--- config.mk ---
export PLATFORM = sky130hd
export DESIGN_NAME = http_header_length_framer
export DESIGN_NICKNAME = d
export VERILOG_FILES = /design/src/rtl/core/hhlf_pkg.sv /design/src/rtl/core/http_header_length_framer.sv
export SDC_FILE = /design/constraint.sdc
export NUM_CORES = 1
export LEC_CHECK = 0
export BUFFER_PORTS_ARGS = -buffer_cell sky130_fd_sc_hd__buf_2
export CORE_MARGIN = 1.5
export CORE_UTILIZATION = 45
export DETAILED_ROUTE_END_ITERATION = 6
export GPL_TIMING_DRIVEN = 0
export PLACE_DENSITY_LB_ADDON = 0.15
export SLEW_MARGIN = 20
export SYNTH_ARGS = -nofsm -noshare
export SYNTH_HDL_FRONTEND = slang
export SYNTH_SLANG_ARGS = --single-unit
--- constraint.sdc ---
create_clock -name clock -period 5.22 [get_ports clock]
set_input_delay 1.044 -clock clock [delete_from_list [all_inputs] [get_ports clock]]
set_output_delay 1.044 -clock clock [all_outputs]
set_load 0.005 [all_outputs]
--- src/rtl/core/hhlf_pkg.sv ---
// Shared constants, types and the key table of the HTTP header length framer.
package hhlf_pkg;

   // Width of the parsed length and of the body counter.
   localparam int LEN_BITS = 32;

   // Width of the length and count fields on the result port.
   localparam int OUT_LEN_BITS = 32;

   // Length of the key text and width of the key position.
   localparam int KEY_LEN      = 15;
   localparam int KEY_POS_BITS = 5;

   // Character codes that the parser looks for.
   localparam logic [7:0] CHAR_CR    = 8'h0d;
   localparam logic [7:0] CHAR_LF    = 8'h0a;
   localparam logic [7:0] CHAR_SPACE = 8'h20;
   localparam logic [7:0] CHAR_TAB   = 8'h09;
   localparam logic [7:0] CHAR_ZERO  = 8'h30;
   localparam logic [7:0] CHAR_NINE  = 8'h39;
   localparam logic [7:0] CHAR_UP_A  = 8'h41;
   localparam logic [7:0] CHAR_UP_Z  = 8'h5a;

   // Status codes shown on the result port.
   localparam logic [2:0] STATUS_HEADER    = 3'd0;
   localparam logic [2:0] STATUS_BODY      = 3'd1;
   localparam logic [2:0] STATUS_DONE_LEN  = 3'd2;
   localparam logic [2:0] STATUS_DONE_NONE = 3'd3;
   localparam logic [2:0] STATUS_CLOSED    = 3'd4;

   // One result word as it sits in the output and skid registers.
   typedef struct packed {
      logic [2:0]              status;
      logic                    is_body;
      logic                    length_known;
      logic [OUT_LEN_BITS-1:0] length_value;
      logic [OUT_LEN_BITS-1:0] body_count;
   } rsp_word_type;

   // Lower-case key text "content-length:", one character per position.
   function automatic logic [7:0] key_char(input logic [3:0] idx);
      logic [7:0] ch;
      case (idx)
         4'd0:    ch = 8'h63; // c
         4'd1:    ch = 8'h6f; // o
         4'd2:    ch = 8'h6e; // n
         4'd3:    ch = 8'h74; // t
         4'd4:    ch = 8'h65; // e
         4'd5:    ch = 8'h6e; // n
         4'd6:    ch = 8'h74; // t
         4'd7:    ch = 8'h2d; // -
         4'd8:    ch = 8'h6c; // l
         4'd9:    ch = 8'h65; // e
         4'd10:   ch = 8'h6e; // n
         4'd11:   ch = 8'h67; // g
         4'd12:   ch = 8'h74; // t
         4'd13:   ch = 8'h68; // h
         4'd14:   ch = 8'h3a; // :
         default: ch = 8'h00;
      endcase
      return ch;
   endfunction

endpackage

--- src/rtl/core/http_header_length_framer.sv ---
// Top level of the HTTP header length framer: parser state, result register and skid stage.
//
// The block takes an HTTP request one word per cycle on the req_ channel while req_stall
// is low. A word carries either one received byte (req_action 0) or a close by the peer
// (req_action 1). For every accepted word it returns exactly one result word on the rsp_
// channel: the framing status, whether the byte belongs to the body, the parsed content
// length and the count of body bytes so far.
// The parser state updates at the edge that accepts the word, and at the same edge its
// result word is registered in the result register, or in the skid register if it stalls.
// Throughput is one word per cycle while req_stall is low; it is set by the single pass of
// parser logic from the input word and the parser state into the result register.
// When the receiver stalls, a second result register (skid stage) takes one more word;
// req_stall is raised only while that skid register is full, and drops the cycle after
// the receiver takes a word.
// Reset clears the parser to the header phase with no length known, the body count to
// zero, and both result registers to empty.
module http_header_length_framer (
   input  logic                             clock,
   input  logic                             reset,
   input  logic                             req_valid,
   output logic                             req_stall,
   input  logic                             req_action,
   input  logic [7:0]                       req_data_byte,
   output logic                             rsp_valid,
   input  logic                             rsp_stall,
   output logic [2:0]                       rsp_status,
   output logic                             rsp_is_body,
   output logic                             rsp_length_known,
   output logic [hhlf_pkg::OUT_LEN_BITS-1:0] rsp_content_length,
   output logic [hhlf_pkg::OUT_LEN_BITS-1:0] rsp_body_count
);
   import hhlf_pkg::*;

   typedef enum logic [2:0] {
      PH_HEADER    = STATUS_HEADER,
      PH_BODY      = STATUS_BODY,
      PH_DONE_LEN  = STATUS_DONE_LEN,
      PH_DONE_NONE = STATUS_DONE_NONE,
      PH_CLOSED    = STATUS_CLOSED
   } phase_type;

   typedef enum logic [1:0] {
      LM_KEY    = 2'd0,
      LM_SPACE  = 2'd1,
      LM_DIGITS = 2'd2,
      LM_SKIP   = 2'd3
   } line_mode_type;

   // Parser state.
   phase_type                phase_ff, phase_in;
   logic [1:0]               term_ff, term_in;
   logic [KEY_POS_BITS-1:0]  key_pos_ff, key_pos_in;
   line_mode_type            mode_ff, mode_in;
   logic [LEN_BITS-1:0]      acc_ff, acc_in;
   logic                     seen_ff, seen_in;
   logic                     ovf_ff, ovf_in;
   logic                     found_ff, found_in;
   logic [LEN_BITS-1:0]      stored_ff, stored_in;
   logic [LEN_BITS-1:0]      body_ff, body_in;

   // Result register and skid stage.
   logic                     out_valid_ff;
   logic                     skid_valid_ff;
   rsp_word_type             out_word_ff;
   rsp_word_type             skid_word_ff;
   rsp_word_type             word_in;

   logic                     accept;
   logic                     take;
   logic                     out_free;
   logic                     body_flag;
   logic [7:0]               lower;
   logic                     is_digit;
   logic [LEN_BITS+3:0]      acc_next;
   logic                     end_of_header;
   logic [LEN_BITS-1:0]      body_inc;

   assign accept    = req_valid && !req_stall;
   assign take      = out_valid_ff && !rsp_stall;
   assign out_free  = !out_valid_ff || take;
   assign req_stall = skid_valid_ff;

   // Lower-case the byte for the key compare, and classify digits.
   assign lower    = (req_data_byte >= CHAR_UP_A && req_data_byte <= CHAR_UP_Z) ?
                     (req_data_byte + 8'd32) : req_data_byte;
   assign is_digit = (req_data_byte >= CHAR_ZERO) && (req_data_byte <= CHAR_NINE);

   // Ten times the value plus the digit, with four guard bits to spot overflow.
   assign acc_next = ({4'b0, acc_ff} << 3) + ({4'b0, acc_ff} << 1) +
                     {{LEN_BITS{1'b0}}, req_data_byte[3:0] - CHAR_ZERO[3:0]};
   assign body_inc = body_ff + {{(LEN_BITS-1){1'b0}}, 1'b1};

   // Next parser state for the word on the input.
   always_comb begin
      phase_in      = phase_ff;
      term_in       = term_ff;
      key_pos_in    = key_pos_ff;
      mode_in       = mode_ff;
      acc_in        = acc_ff;
      seen_in       = seen_ff;
      ovf_in        = ovf_ff;
      found_in      = found_ff;
      stored_in     = stored_ff;
      body_in       = body_ff;
      body_flag     = 1'b0;
      end_of_header = 1'b0;

      if (req_action) begin
         if (phase_ff == PH_HEADER || phase_ff == PH_BODY) begin
            phase_in = PH_CLOSED;
         end
      end else if (phase_ff == PH_HEADER) begin
         // Track progress through CR LF CR LF.
         if (req_data_byte == CHAR_CR) begin
            term_in = (term_ff == 2'd2) ? 2'd3 : 2'd1;
         end else if (req_data_byte == CHAR_LF && term_ff == 2'd1) begin
            term_in = 2'd2;
         end else begin
            term_in       = 2'd0;
            end_of_header = (req_data_byte == CHAR_LF) && (term_ff == 2'd3);
         end

         if (req_data_byte == CHAR_LF && (term_ff == 2'd1 || term_ff == 2'd3)) begin
            // A line ends: start matching the key again.
            key_pos_in = '0;
            mode_in    = LM_KEY;
            acc_in     = '0;
            seen_in    = 1'b0;
            ovf_in     = 1'b0;
         end else begin
            case (mode_ff)
               LM_KEY: begin
                  if (key_pos_ff < KEY_POS_BITS'(KEY_LEN) &&
                      lower == key_char(key_pos_ff[3:0])) begin
                     key_pos_in = key_pos_ff + KEY_POS_BITS'(1);
                     if (key_pos_ff == KEY_POS_BITS'(KEY_LEN - 1)) begin
                        mode_in = found_ff ? LM_SKIP : LM_SPACE;
                     end
                  end else begin
                     mode_in = LM_SKIP;
                  end
               end
               LM_SPACE, LM_DIGITS: begin
                  if (mode_ff == LM_SPACE &&
                      (req_data_byte == CHAR_SPACE || req_data_byte == CHAR_TAB)) begin
                     mode_in = LM_SPACE;
                  end else if (is_digit) begin
                     mode_in = LM_DIGITS;
                     seen_in = 1'b1;
                     if (!ovf_ff) begin
                        if (|acc_next[LEN_BITS+3:LEN_BITS]) begin
                           ovf_in = 1'b1;
                        end else begin
                           acc_in = acc_next[LEN_BITS-1:0];
                        end
                     end
                  end else begin
                     // The value ends at the first byte that is not a digit.
                     if (seen_ff && !ovf_ff && !found_ff) begin
                        found_in  = 1'b1;
                        stored_in = acc_ff;
                     end
                     mode_in = LM_SKIP;
                  end
               end
               default: begin
                  mode_in = LM_SKIP;
               end
            endcase
         end

         if (end_of_header) begin
            if (!found_in) begin
               phase_in = PH_DONE_NONE;
            end else if (stored_in == '0) begin
               phase_in = PH_DONE_LEN;
            end else begin
               phase_in = PH_BODY;
            end
         end
      end else if (phase_ff == PH_BODY) begin
         body_flag = 1'b1;
         body_in   = body_inc;
         if (body_inc == stored_ff) begin
            phase_in = PH_DONE_LEN;
         end
      end
   end

   // Result word built from the next state.
   always_comb begin
      word_in.status         = phase_in;
      word_in.is_body        = body_flag;
      word_in.length_known   = found_in;
      word_in.length_value   = OUT_LEN_BITS'(stored_in);
      word_in.body_count     = OUT_LEN_BITS'(body_in);
   end

   // Parser state registers.
   always_ff @(posedge clock) begin
      if (reset) begin
         phase_ff   <= PH_HEADER;
         term_ff    <= '0;
         key_pos_ff <= '0;
         mode_ff    <= LM_KEY;
         acc_ff     <= '0;
         seen_ff    <= 1'b0;
         ovf_ff     <= 1'b0;
         found_ff   <= 1'b0;
         stored_ff  <= '0;
         body_ff    <= '0;
      end else if (accept) begin
         phase_ff   <= phase_in;
         term_ff    <= term_in;
         key_pos_ff <= key_pos_in;
         mode_ff    <= mode_in;
         acc_ff     <= acc_in;
         seen_ff    <= seen_in;
         ovf_ff     <= ovf_in;
         found_ff   <= found_in;
         stored_ff  <= stored_in;
         body_ff    <= body_in;
      end
   end

   // Result register with a skid stage behind it.
   always_ff @(posedge clock) begin
      if (reset) begin
         out_valid_ff  <= 1'b0;
         skid_valid_ff <= 1'b0;
      end else if (out_free) begin
         if (skid_valid_ff) begin
            out_valid_ff  <= 1'b1;
            skid_valid_ff <= 1'b0;
         end else begin
            out_valid_ff  <= accept;
         end
      end else if (accept) begin
         skid_valid_ff <= 1'b1;
      end
   end

   always_ff @(posedge clock) begin
      if (out_free) begin
         if (skid_valid_ff) begin
            out_word_ff <= skid_word_ff;
         end else if (accept) begin
            out_word_ff <= word_in;
         end
      end else if (accept) begin
         skid_word_ff <= word_in;
      end
   end

   assign rsp_valid          = out_valid_ff;
   assign rsp_status         = out_word_ff.status;
   assign rsp_is_body        = out_word_ff.is_body;
   assign rsp_length_known   = out_word_ff.length_known;
   assign rsp_content_length = out_word_ff.length_value;
   assign rsp_body_count     = out_word_ff.body_count;

endmodule

* Yosys cells after proc, flatten, opt, wreduce, memory -nomap -nowiden
Memory sizes are Yosys's and may differ from the RTL's. A register that Yosys moved wholly into a read port is not among the register bits. Index checks and enable logic that the tools add are counted.
Operators by class: add/sub/neg operators 5, magnitude comparators 5, eq/ne operators 17, mux-type cells 75, bitwise gates (word level) 2, reductions and logical operators 38
Operators with widths (count):
- 32-bit two-way mux | 18
- 69-bit two-way mux | 2
- 8-bit two-way mux | 5
- 35-bit by 33-bit adder with 36-bit output | 1
- 36-bit by 4-bit adder with 36-bit output | 1
- 32-bit by 1-bit adder with 32-bit output (second input constant) | 1
- 32-bit equality test | 1
- 32-bit zero test | 1
- 1-bit two-way mux | 28
- 8-bit by 4-bit equality test with 1-bit output (second input constant) | 3
- 2-bit two-way mux | 10
- 3-bit two-way mux | 6
- 5-bit two-way mux | 3
- 1-bit logical AND | 11
- 2-bit nonzero test | 5
- 8-bit by 6-bit adder with 8-bit output (second input constant) | 1
- 8-bit by 6-bit equality test with 1-bit output (second input constant) | 1
- 8-bit equality test | 1
- 8-bit by 6-bit >= comparator with 1-bit output (second input constant) | 1
- 8-bit by 7-bit >= comparator with 1-bit output (second input constant) | 1
- 8-bit by 6-bit <= comparator with 1-bit output (second input constant) | 1
- 8-bit by 7-bit <= comparator with 1-bit output (second input constant) | 1
- 4-bit two-way mux | 2
- 8-bit AND reduction | 1
- 22 further kinds | 36
Word-level totals: register bits 251, ROM bits 112, bits of input ports 13, output and inout port bits 71, logic and storage cells 165, memories kept 1
Memories:
- (no name shown) | depth 16, bits a word 7, rd ports 1, clocked after Yosys merged registers in 1, wr ports 0, RTL line hhlf_pkg.sv:43 | case (idx)

* Logic depth before layout (Yosys ltp)
depth after elaboration 18, mapped depth 15, gate-level depth less buffers 14

* Worst setup path before layout
No wires, ideal clock.
kind input to register, start point input req_valid, end point register out_word_ff (netlist bit rsp_body_count[0]) (enable), setup time 519 ps, data arrival time 4473 ps, required time 4701 ps, slack 228 ps, stages on the path 2, buffers on the path 0, cells stage by stage nor2_1 -> a21oi_1
On the way: cells in the longest elaborated chain, start to end 3
Ends and longest elaborated chain:
- from (decl) | RTL line http_header_length_framer.sv:20 | input logic req_valid,
- 1-bit logical AND | RTL line http_header_length_framer.sv:78 | assign accept = req_valid && !req_stall;
- 2-bit nonzero test (no line)
- 2-bit AND reduction (no line)
- to (signal assigned) | RTL line http_header_length_framer.sv:246 | out_word_ff <= skid_word_ff;
- to (signal assigned) | RTL line http_header_length_framer.sv:248 | out_word_ff <= word_in;
- to (decl) | RTL line http_header_length_framer.sv:64 | rsp_word_type out_word_ff;
Every way passes these cells. A chain may end at the register's enable or synchronous reset.

* Final worst setup path
start point input req_data_byte[3], end point register acc_ff[2]
On the way: cells in the longest elaborated chain, start to end 5, elaborated cells between the ends (all ways) 18, those cells by class add/sub: 1; order compare: 2; eq/ne: 6; mux: 1; reduce/logical: 8
Ends and longest elaborated chain:
- from (decl) | RTL line http_header_length_framer.sv:23 | input logic [7:0] req_data_byte,
- parallel branches: the longest is 5 deep, another holds 36-bit by 4-bit adder with 36-bit output
- to (signal assigned) | RTL line http_header_length_framer.sv:217 | acc_ff <= acc_in;
- to (decl) | RTL line http_header_length_framer.sv:54 | logic [LEN_BITS-1:0] acc_ff, acc_in;
Parallel ways; which one is timed is not known.

==> reports/results.tsv <==
metric	value	unit
status	finished, final reports clean	
globalRoute.totalOverflow	0	
ctsResizeCount	0	
grt_start_max_net_pins	27	
drtIter0Drc	770	
path_class	primary input to flip-flop	
grt_first_pass_wirelength	61.4	mm
max_freq	211	MHz
postRouteAntennaNets	0	
ctsHoldBuffers	0	
gp_congestion	0.932	
synth_top_area_share	28.1	%
drtPass1Iterations	5	
start_util	45.5	%
worst_slew_pin_slew	1.18	ns
synth_ff_type	edfxtp_1	
syn_area_per_cell	9.98	µm²
grt_usage	22.8	%
fp.coreArea	32400	µm²
hp-class	flip-flop to flip-flop	
rows	66	
period_share	90.6	%
wl	38.6	mm
drc	0	
layout_setup_ws	0.490	ns
ys_ff_latch	258	
hold_viol	0	
synth.largest_area_cell	edfxtp_1	
hold_ws	0.491	ns
post_cts_buffers	0	
yosysSeqAreaShare	44.4	%
rsz0062_at_grt	false	
finalPower	4.32	mW
p_per_area	258	nW/µm²
worst_ir_drop_vdd	0.215	mV
syn_inst	1476	
seqCellArea	6550	µm²
clk_latency	0.55	ns
arrival	5.22	ns
synth_edf_count	138	
area_growth	13.6	%
netlist_area	14700	µm²
syn_nets	1567	
relSlewSlack	21.0	%
cts_buffers	28	
place.port_buffers	81	
final_core_util	51.7	%
synth_cell_types	79	
dr_total_vias	11600	
cp.required	5.71	ns
fin_worst_skew	0.0178	ns
wl_per_cell	18.8	µm
htree_levels	1	
leakage	6.55	nW
cts-root-buf	clkbuf_16	
crit_path_end_kind	flip-flop	
layout.nets	1683	
n_fill_cell	3059	
place_ws	-0.0445	ns
antenna_found_initial	0	
slew_viol_final	0	
clkTransAtPathRegs	0.06	ns
yosys_warnings	0	
start_kind	primary input	
final-setup-viol-count	0	
ys_top_cells_by_area	edfxtp_1 28%, dfxtp_1 16%, mux2_2 7.8%	
grt_pass1_vias	11400	
critPathMaxFanout	8	
yosysMostFrequentCell	nand2_1	
multiInputGateArea	7740	µm²
hpwl	28.9	mm
synth_async_sr_flop_share	0	%
post-route-min-period	4.73	ns
via_per_inst	5.62	
antenna_cells	0	
pin_count	84	
yosys-top-cells-count	142 x nand2_1, 138 x edfxtp_1, 120 x dfxtp_1, 107 x a21oi_1, 102 x mux2_2	
cts_sinks	258	
die_h	184	µm
fp.dieW	184	µm
cts_tree	done	
layout-drive-gt1-share	18.8	%
fp.dieArea	33800	µm²
drv_cap	0	
cts_buffer_depth	3	
==> layout by cell type, fill, tap and decap left out, drive strengths merged, types with 5 or more instances in the layout <==
cell type / count
nand2b: 16
buf: 106
xor2: 59
o211ai: 9
and3: 12
xnor2: 60
o21ai: 59
and2: 7
a211oi: 10
a21o: 16
mux2: 102
nor2b: 7
and4: 6
a31o: 17
nor2: 94
nor4: 33
a21oi: 109
nand3: 49
or2: 8
a22o: 8
clkinv: 7
or4: 7
ha: 76
dfxtp: 120
nor3: 44
clkbuf: 104
o21a: 9
inv: 35
edfxtp: 138
a31oi: 18
nand4: 27
o21bai: 6
or3: 29
nand2: 142
o31ai: 5
==> kinds of logic after synthesis <==
| family | count (synthesis) | share of synthesized area [%] |
|---|---|---|
| fa+ha+maj | 78 | 6.72 |
| compound gates | 303 | 13.2 |
| mux | 105 | 8.00 |
| simple gates | 499 | 17.4 |
| flops | 258 | 44.4 |
| xor+xnor | 119 | 7.07 |
| buf+inv | 114 | 3.18 |
==> state kept, by name, indices dropped and copies added (netlist names), named ones only <==
register	flops
seen_ff	1
mode_ff	2
found_ff	1
key_pos_ff	5
stored_ff	32
req_stall	1
rsp_status	3
rsp_length_known	1
skid_word_ff	69
rsp_body_count	32
term_ff	2
rsp_content_length	32
acc_ff	32
body_ff	32
rsp_valid	1
ovf_ff	1
phase_ff	3
rsp_is_body	1
==> layout make-up <==
| cell class | instances | area share [%] |
|---|---|---|
| clock inverters | 7 | 0.217 |
| well taps | 442 | 3.30 |
| inverters | 35 | 0.785 |
| multi-input cells | 1104 | 46.2 |
| plain buffers | 79 | 2.02 |
| flip-flops and latches | 258 | 39.1 |
| clock buffers | 45 | 5.24 |
| repair buffers | 86 | 3.08 |
==> layer usage <==
layer / wire length (µm) / GRT usage, % / vias up
met5: 0 / 0 / -
met4: 1250 / 8.16 / 0
met3: 1840 / 3.39 / 66
met2: 18500 / 39.0 / 263
met1: 17000 / 29.2 / 5537
li1: - / - / 5692
==> path summary, 6_finish.rpt <==
path / start / end / slack (ns) / depth (start not counted)
setup reg to reg: acc_ff[0] / acc_ff[2] / 0.71 / 12
setup / recovery: req_data_byte[3] / acc_ff[2] / 0.49 / 14
hold reg to reg: key_pos_ff[4] / key_pos_ff[4] / 0.49 / 2
hold / removal: key_pos_ff[4] / key_pos_ff[4] / 0.49 / 2
==> through the flow <==
step / cells / setup TNS, ns / cell area, µm²
after floorplan: 1476 / 0 / 14700
final: 2056 / 0 / 16700
after global routing: 2056 / 0 / 16700
after detailed placement: 2004 / -0.269 / 15800
after global placement: 1999 / -216.82 / 15700
after CTS: 2056 / 0 / 16700
==> worst max-delay path: stages <==
cell and delay, ns:
buf_2 0.18, inv_1 0.11, fa_1 0.60, inv_1 0.06, ha_1 0.29, a211oi_1 0.09, o211a_1 0.26, or4_4 0.55
nand2_1 0.25, a211oi_2 0.20, nor2_1 0.28, nor4_4 0.12, nor3_1 0.91, a22o_1 0.27
==> report_power, final <==
part / switching [mW] / total [mW] / internal [mW]
Combinational: 0.112 / 0.178 / 0.0658
Sequential: 0.0137 / 2.19 / 2.18
Clock: 0.808 / 1.95 / 1.14
Total: 0.934 / 4.32 / 3.39
(Power assumes the default switching activity.)
